File: src/sv/itoa_pkg.sv
package itoa_pkg;

  localparam int unsigned VALUE_W    = 32;
  localparam int unsigned MAX_DIGITS = 32;
  localparam int unsigned DIGIT_W    = 5;
  localparam int unsigned RADIX_W    = 5;
  localparam int unsigned CHAR_W     = 7;
  localparam int unsigned CNT_W      = $clog2(MAX_DIGITS + 1);
  localparam int unsigned ADDR_W     = $clog2(MAX_DIGITS);
  localparam int unsigned CHUNK_W    = 8;
  localparam int unsigned NUM_CHUNKS = VALUE_W / CHUNK_W;
  localparam int unsigned STEP_W     = (NUM_CHUNKS > 1) ? $clog2(NUM_CHUNKS) : 1;

  localparam logic [RADIX_W-1:0] RADIX_MIN   = 5'd2;
  localparam logic [RADIX_W-1:0] RADIX_MAX   = 5'd20;
  localparam logic [RADIX_W-1:0] RADIX_RESET = 5'd10;

  localparam logic [CHAR_W-1:0] CHAR_MINUS = 7'h2d;
  localparam logic [CHAR_W-1:0] CHAR_ZERO  = 7'h30;
  localparam logic [CHAR_W-1:0] CHAR_LOWER = 7'h61;

  // Write port of the digit store
  typedef struct packed {
    logic               en;
    logic [ADDR_W-1:0]  addr;
    logic [DIGIT_W-1:0] data;
  } ram_wr_t;

  // Digit value to ASCII; values of twenty and above have no character
  function automatic logic [CHAR_W-1:0] digit_char(input logic [DIGIT_W-1:0] d);
    logic [CHAR_W-1:0] c;
    if (d < 5'd10) begin
      c = CHAR_ZERO + CHAR_W'(d);
    end else if (d < 5'd20) begin
      c = CHAR_LOWER + CHAR_W'(d - 5'd10);
    end else begin
      c = '0;
    end
    return c;
  endfunction

endpackage

File: src/sv/itoa_div_step.sv
// One chunk of restoring long division by the radix
module itoa_div_step import itoa_pkg::*; (
  input  logic [RADIX_W-1:0] radix,
  input  logic [DIGIT_W-1:0] rem_in,
  input  logic [CHUNK_W-1:0] bits_in,
  output logic [CHUNK_W-1:0] quo_bits,
  output logic [DIGIT_W-1:0] rem_out
);

  always_comb begin
    logic [DIGIT_W:0] r;
    r        = {1'b0, rem_in};
    quo_bits = '0;
    for (int i = CHUNK_W - 1; i >= 0; i--) begin
      r = {r[DIGIT_W-1:0], bits_in[i]};
      if (r >= {1'b0, radix}) begin
        r           = r - {1'b0, radix};
        quo_bits[i] = 1'b1;
      end
    end
    rem_out = r[DIGIT_W-1:0];
  end

endmodule

File: src/sv/itoa_digit_ram.sv
// Digit store: one write port, one registered read port
module itoa_digit_ram import itoa_pkg::*; (
  input  logic               clk,
  input  ram_wr_t            wr,
  input  logic [ADDR_W-1:0]  rd_addr,
  output logic [DIGIT_W-1:0] rd_data
);

  logic [DIGIT_W-1:0] mem [MAX_DIGITS];
  logic [DIGIT_W-1:0] rd_data_r;

  always_ff @(posedge clk) begin
    if (wr.en) begin
      mem[wr.addr] <= wr.data;
    end
    rd_data_r <= mem[rd_addr];
  end

  assign rd_data = rd_data_r;

endmodule

File: src/sv/integer_to_ascii_radix_unit.sv
// Channel | Direction | Handshake                 | Payload
// in_     | request in| in_valid / in_stall       | in_value (signed)
// out_    | result out| out_valid / out_stall     | out_character, out_last
// cfg_    | write in  | cfg_valid / cfg_ready     | cfg_radix
//
// A request is accepted in ST_IDLE; each digit is then worked out in the
// shared divide unit, which works off 8 dividend bits a cycle, chunk by chunk;
// a negative value then gets a minus sign, and each digit goes through a
// digit store read (ST_RD) and an output register load (ST_EMIT).
// Reset (rst_n low, synchronous) sets radix to 10 and empties the pipeline.
// A stalled result holds in the output register; the next request is taken
// while the last character of the previous one still waits there.
module integer_to_ascii_radix_unit import itoa_pkg::*; (
  input  logic                      clk,
  input  logic                      rst_n,
  input  logic                      in_valid,
  output logic                      in_stall,
  input  logic signed [VALUE_W-1:0] in_value,
  output logic                      out_valid,
  input  logic                      out_stall,
  output logic [CHAR_W-1:0]         out_character,
  output logic                      out_last,
  input  logic                      cfg_valid,
  output logic                      cfg_ready,
  input  logic [RADIX_W-1:0]        cfg_radix
);

  typedef enum logic [2:0] {
    ST_IDLE,
    ST_DIV,
    ST_SIGN,
    ST_RD,
    ST_EMIT
  } state_t;

  localparam logic [STEP_W-1:0] STEP_LAST = STEP_W'(NUM_CHUNKS - 1);
  localparam logic [CNT_W-1:0]  CNT_MAX   = CNT_W'(MAX_DIGITS);
  localparam logic [CNT_W-1:0]  CNT_ONE   = CNT_W'(1);

  state_t              state_r, state_nxt;
  logic [VALUE_W-1:0]  q_r, q_nxt;
  logic [DIGIT_W-1:0]  rem_r, rem_nxt;
  logic [STEP_W-1:0]   step_r, step_nxt;
  logic                nz_r, nz_nxt;
  logic [CNT_W-1:0]    cnt_r, cnt_nxt;
  logic [CNT_W-1:0]    emit_r, emit_nxt;
  logic                neg_r, neg_nxt;
  logic [RADIX_W-1:0]  radix_r, radix_nxt;
  logic [RADIX_W-1:0]  radix_eff_r, radix_eff_nxt;
  logic                out_valid_r, out_valid_nxt;
  logic [CHAR_W-1:0]   out_char_r, out_char_nxt;
  logic                out_last_r, out_last_nxt;

  logic [CHUNK_W-1:0]  quo_bits;
  logic [DIGIT_W-1:0]  rem_out;
  logic [DIGIT_W-1:0]  rd_data;
  logic [ADDR_W-1:0]   rd_addr;
  logic [CNT_W-1:0]    rd_idx;
  ram_wr_t             ram_wr;
  logic                out_free;
  logic [VALUE_W-1:0]  in_bits;

  // Shared divide unit: top chunk of the running quotient each cycle
  itoa_div_step u_div (
    .radix    (radix_eff_r),
    .rem_in   (rem_r),
    .bits_in  (q_r[VALUE_W-1 -: CHUNK_W]),
    .quo_bits (quo_bits),
    .rem_out  (rem_out)
  );

  itoa_digit_ram u_ram (
    .clk     (clk),
    .wr      (ram_wr),
    .rd_addr (rd_addr),
    .rd_data (rd_data)
  );

  // Digits come out most significant first: read entry emit_r - 1
  assign rd_idx   = emit_r - CNT_ONE;
  assign rd_addr  = rd_idx[ADDR_W-1:0];
  assign out_free = !out_valid_r || !out_stall;
  assign in_bits  = in_value;

  always_comb begin
    state_nxt     = state_r;
    q_nxt         = q_r;
    rem_nxt       = rem_r;
    step_nxt      = step_r;
    nz_nxt        = nz_r;
    cnt_nxt       = cnt_r;
    emit_nxt      = emit_r;
    neg_nxt       = neg_r;
    radix_nxt     = radix_r;
    radix_eff_nxt = radix_eff_r;
    out_char_nxt  = out_char_r;
    out_last_nxt  = out_last_r;
    out_valid_nxt = out_valid_r && out_stall;
    ram_wr        = '0;

    // Config writes are always taken; the user must write only while idle, the block itself does not enforce it
    if (cfg_valid) begin
      radix_nxt = cfg_radix;
    end

    case (state_r)
      ST_IDLE: begin
        if (in_valid) begin
          // Take the magnitude; the most negative value wraps to 2^(W-1)
          neg_nxt = in_bits[VALUE_W-1];
          q_nxt   = in_bits[VALUE_W-1] ? (~in_bits + VALUE_W'(1)) : in_bits;
          if (radix_r < RADIX_MIN) begin
            radix_eff_nxt = RADIX_MIN;
          end else if (radix_r > RADIX_MAX) begin
            radix_eff_nxt = RADIX_MAX;
          end else begin
            radix_eff_nxt = radix_r;
          end
          rem_nxt   = '0;
          step_nxt  = '0;
          nz_nxt    = 1'b0;
          cnt_nxt   = '0;
          state_nxt = ST_DIV;
        end
      end
      ST_DIV: begin
        // Shift the new quotient bits in at the bottom
        q_nxt    = {q_r[VALUE_W-CHUNK_W-1:0], quo_bits};
        rem_nxt  = rem_out;
        nz_nxt   = nz_r | (|quo_bits);
        step_nxt = step_r + STEP_W'(1);
        if (step_r == STEP_LAST) begin
          // Digit done: store it unless the store is full, then drop it
          ram_wr.en   = (cnt_r < CNT_MAX);
          ram_wr.addr = cnt_r[ADDR_W-1:0];
          ram_wr.data = rem_out;
          if (cnt_r < CNT_MAX) begin
            cnt_nxt = cnt_r + CNT_ONE;
          end
          rem_nxt  = '0;
          nz_nxt   = 1'b0;
          step_nxt = '0;
          if (!(nz_r | (|quo_bits))) begin
            emit_nxt  = (cnt_r < CNT_MAX) ? cnt_r + CNT_ONE : cnt_r;
            state_nxt = neg_r ? ST_SIGN : ST_RD;
          end
        end
      end
      ST_SIGN: begin
        if (out_free) begin
          out_valid_nxt = 1'b1;
          out_char_nxt  = CHAR_MINUS;
          out_last_nxt  = 1'b0;
          state_nxt     = ST_RD;
        end
      end
      ST_RD: begin
        // Read address is presented this cycle, data lands next cycle
        state_nxt = ST_EMIT;
      end
      ST_EMIT: begin
        if (out_free) begin
          out_valid_nxt = 1'b1;
          out_char_nxt  = digit_char(rd_data);
          out_last_nxt  = (emit_r == CNT_ONE);
          emit_nxt      = emit_r - CNT_ONE;
          state_nxt     = (emit_r == CNT_ONE) ? ST_IDLE : ST_RD;
        end
      end
      default: begin
        state_nxt = ST_IDLE;
      end
    endcase
  end

  always_ff @(posedge clk) begin
    if (!rst_n) begin
      state_r     <= ST_IDLE;
      out_valid_r <= 1'b0;
      radix_r     <= RADIX_RESET;
      cnt_r       <= '0;
      neg_r       <= 1'b0;
      q_r         <= '0;
    end else begin
      state_r     <= state_nxt;
      out_valid_r <= out_valid_nxt;
      radix_r     <= radix_nxt;
      cnt_r       <= cnt_nxt;
      neg_r       <= neg_nxt;
      q_r         <= q_nxt;
    end
    rem_r       <= rem_nxt;
    step_r      <= step_nxt;
    nz_r        <= nz_nxt;
    emit_r      <= emit_nxt;
    radix_eff_r <= radix_eff_nxt;
    out_char_r  <= out_char_nxt;
    out_last_r  <= out_last_nxt;
  end

  assign in_stall      = (state_r != ST_IDLE);
  assign cfg_ready     = 1'b1;
  assign out_valid     = out_valid_r;
  assign out_character = out_char_r;
  assign out_last      = out_last_r;

endmodule

File: config.mk
export PLATFORM = sky130hd
export DESIGN_NAME = integer_to_ascii_radix_unit
export DESIGN_NICKNAME = d
export VERILOG_FILES = /design/src/sv/itoa_pkg.sv /design/src/sv/itoa_div_step.sv /design/src/sv/itoa_digit_ram.sv /design/src/sv/integer_to_ascii_radix_unit.sv
export SDC_FILE = /design/constraint.sdc
export NUM_CORES = 1
export LEC_CHECK = 0
export BUFFER_PORTS_ARGS = -buffer_cell sky130_fd_sc_hd__buf_2
export CORE_UTILIZATION = 45
export DETAILED_ROUTE_END_ITERATION = 10
export PLACE_DENSITY = 0.6
export SLEW_MARGIN = 5
export SYNTH_ARGS = -nofsm -noshare
export SYNTH_HDL_FRONTEND = slang
export SYNTH_SLANG_ARGS = --single-unit
File: constraint.sdc
create_clock -name clk -period 28.7 [get_ports clk]
set_clock_uncertainty 0.05 [all_clocks]
set_input_delay 7.175 -clock clk [delete_from_list [all_inputs] [get_ports clk]]
set_output_delay 7.175 -clock clk [all_outputs]
set_load 0.02 [all_outputs]
==> metrics.yaml <==
drive_above_1_share_pct: 17.41
viasPerCell: 5.684
cts_hold_buf: 0
diodes: 0
placeableCoreArea_mm2: 0.02878
die_area_mm2: 0.02999
yosys_warnings: 0
synth-xor-area-share_pct: 3.985
maxUsedRoutingLayer: "met4"
drcViolationCount: 0
tightest_slew_ps: 1222
hp-class: "flip-flop to flip-flop"
synth_most_common_cell: "edfxtp_1"
hpwl_um: 21050
cts_buffers: 26
clk_latency_ps: 530
syn-instance-count: 1094
tns_ps: 0
grt_antenna_before_repair: 0
cap_violations: 0
cts_setup_buffers: 0
initial_core_util_pct: 45.82
die_y_um: 173.2
drt_first_pass_iters: 5
crit_fanout: 32
synth_area_mm2: 0.01319
grtUsageTotal_pct: 20.14
synth_top_area_share_pct: 42.58
yosysSeqAreaShare_pct: 50.63
ys_ff_latch: 240
io_buffers: 51
grt_pass1_wl_um: 47690
wl_met2_um: 15020
first_global_vias: 8570
hold_viol: 0
synth_common_cells: "187 x edfxtp_1, 92 x nor2_1, 64 x o21ai_0"
cts_root_buffer: "clkbuf_16"
fin_crit_sh_pct: 58.22
cpMaxStageDelayCell: "o21ai_2"
met1Wirelength_um: 13200
synthSimpleGateAreaFrac_pct: 11.81
worstSetupEndpointType: "flip-flop"
ioPinCount: 53
gr-total-overflow: 0
synth-compound-area-share_pct: 14.08
finalSetupViolations: 0
routed_wl_um: 30040
synth.avg_cell_area_um2: 12.05
clk_pin_slew_ps: 60
vias: 8714
synth.area.mux_share_pct: 10.82
rows: 62
slew_headroom_pct: 18.54
drt_iter0_markers: 576
outcome: "completed"
grt_max_degree: 49
ctsResizeCount: 0
yosysTopAreaCell: "edfxtp_1"
dr_wl_met3_um: 1009
routedWlPerCell_um: 19.60
maxSlewViolCount: 0
rsz0062_at_grt: "false"
async_flop_share_pct: 0
cts_max_level: 1
path_class: "flip-flop to flip-flop"
synth_edf_count: 187
arrival_ps: 16810
gp_congestion: 0.8368
clk_path_buf_depth: 3
synth.top_cells.by_area: "edfxtp_1 43%, mux4_2 8.5%, dfxtp_1 8.0%"
cts_tree: "done"
worst_setup_path_start_kind: "flip-flop"
ys_types: 87
max_freq_mhz: 59.84
required_ps: 28800
period_needed_ps: 16710
synth_adder_area_share_pct: 5.769
cts.sinks: 240
slowest_delay_ps: 1010
synth_top_family_by_area: "compound AO/OA/AOI/OAI gates"
ant_nets: 0
synth-main-ff-cell: "edfxtp_1"
die_w_um: 173.2
fin_nets: 1227
synth_nets: 1192
area_growth_pct: 11.33
[final timing paths]
| path | cells after the start | endpoint | start | slack (ps) |
|---|---|---|---|---|
| min | 2 | neg_r | neg_r | 420 |
| min reg2reg | 2 | neg_r | neg_r | 420 |
| max | 68 | u_ram.mem[24][1] | radix_eff_r[1] | 11990 |
| max reg2reg | 68 | u_ram.mem[24][1] | radix_eff_r[1] | 11990 |
[worst max-delay path, delay by kind of cell (launching register included)]
kind            cells  cell delay, ps
compound gates     34            7950
fa+ha+maj           8            2970
buf+inv             6             890
flops               1             800
mux                 4            1320
simple gates       16            2290
[cell usage in the layout (no fill, tap or decap), types with 7 or more instances in the layout]
master / n
a21boi_0: 8
a21o_1: 18
a21oi_1: 38
a22oi_1: 27
a31oi_1: 7
and2_1: 35
and3_1: 7
buf_2: 51
clkbuf_16: 26
dfxtp_1: 53
edfxtp_1: 187
fa_1: 8
ha_1: 48
inv_1: 46
mux2i_1: 14
mux4_2: 50
nand2_1: 57
nand2b_1: 13
nand3_1: 13
nor2_1: 91
nor2b_1: 24
nor3_1: 13
o21ai_0: 64
o31ai_1: 13
or3_1: 9
xnor2_1: 17
xor2_1: 42
[kinds of logic after synthesis]
family / Yosys count
other cells: 1
simple gates: 303
mux: 76
xor+xnor: 60
compound gates: 260
fa+ha+maj: 56
buf+inv: 98
flops: 240
[through the flow]
step	instances	util, %	setup WS (ps)	hold WS (ps)	area (um2)
after global placement	1485	47.94	12580	411.0	13800
after CTS	1533	51.01	12080	420.3	14680
final	1533	51.01	11990	415.2	14680
after floorplan	1094	-	13960	394.3	13190
after global routing	1533	51.01	10660	431.1	14680
after detailed placement	1485	47.94	12140	412.2	13800
[metal layers]
layer  GRT usage, %  vias up
met4          5.531        0
li1               -     4219
met1          26.20     4276
met3          2.529       57
met2          35.37      162
met5              0        -
[registers in the layout, indices dropped and copies added (netlist names)]
signal	count
cnt_r	6
emit_r	6
neg_r	1
nz_r	1
out_character	7
out_last	1
out_valid	1
q_r	32
radix_eff_r	5
radix_r	5
rem_r	5
state_r	3
step_r	2
u_ram.mem	160
u_ram.rd_data	5
[final cells by class]
type | instances | area (um2)
well taps | 384 | 480.5
clock inverters | 13 | 157.7
clock buffers | 35 | 724.4
inverters | 48 | 180.2
repair buffers | 57 | 300.3
fillers | 2489 | 14100
multi-input cells | 756 | 6161
flip-flops and latches | 240 | 6676
Power is left out: the tool's default activity adds up to more than one toggle a clock period on the data nets, which glitch-free logic cannot reach.
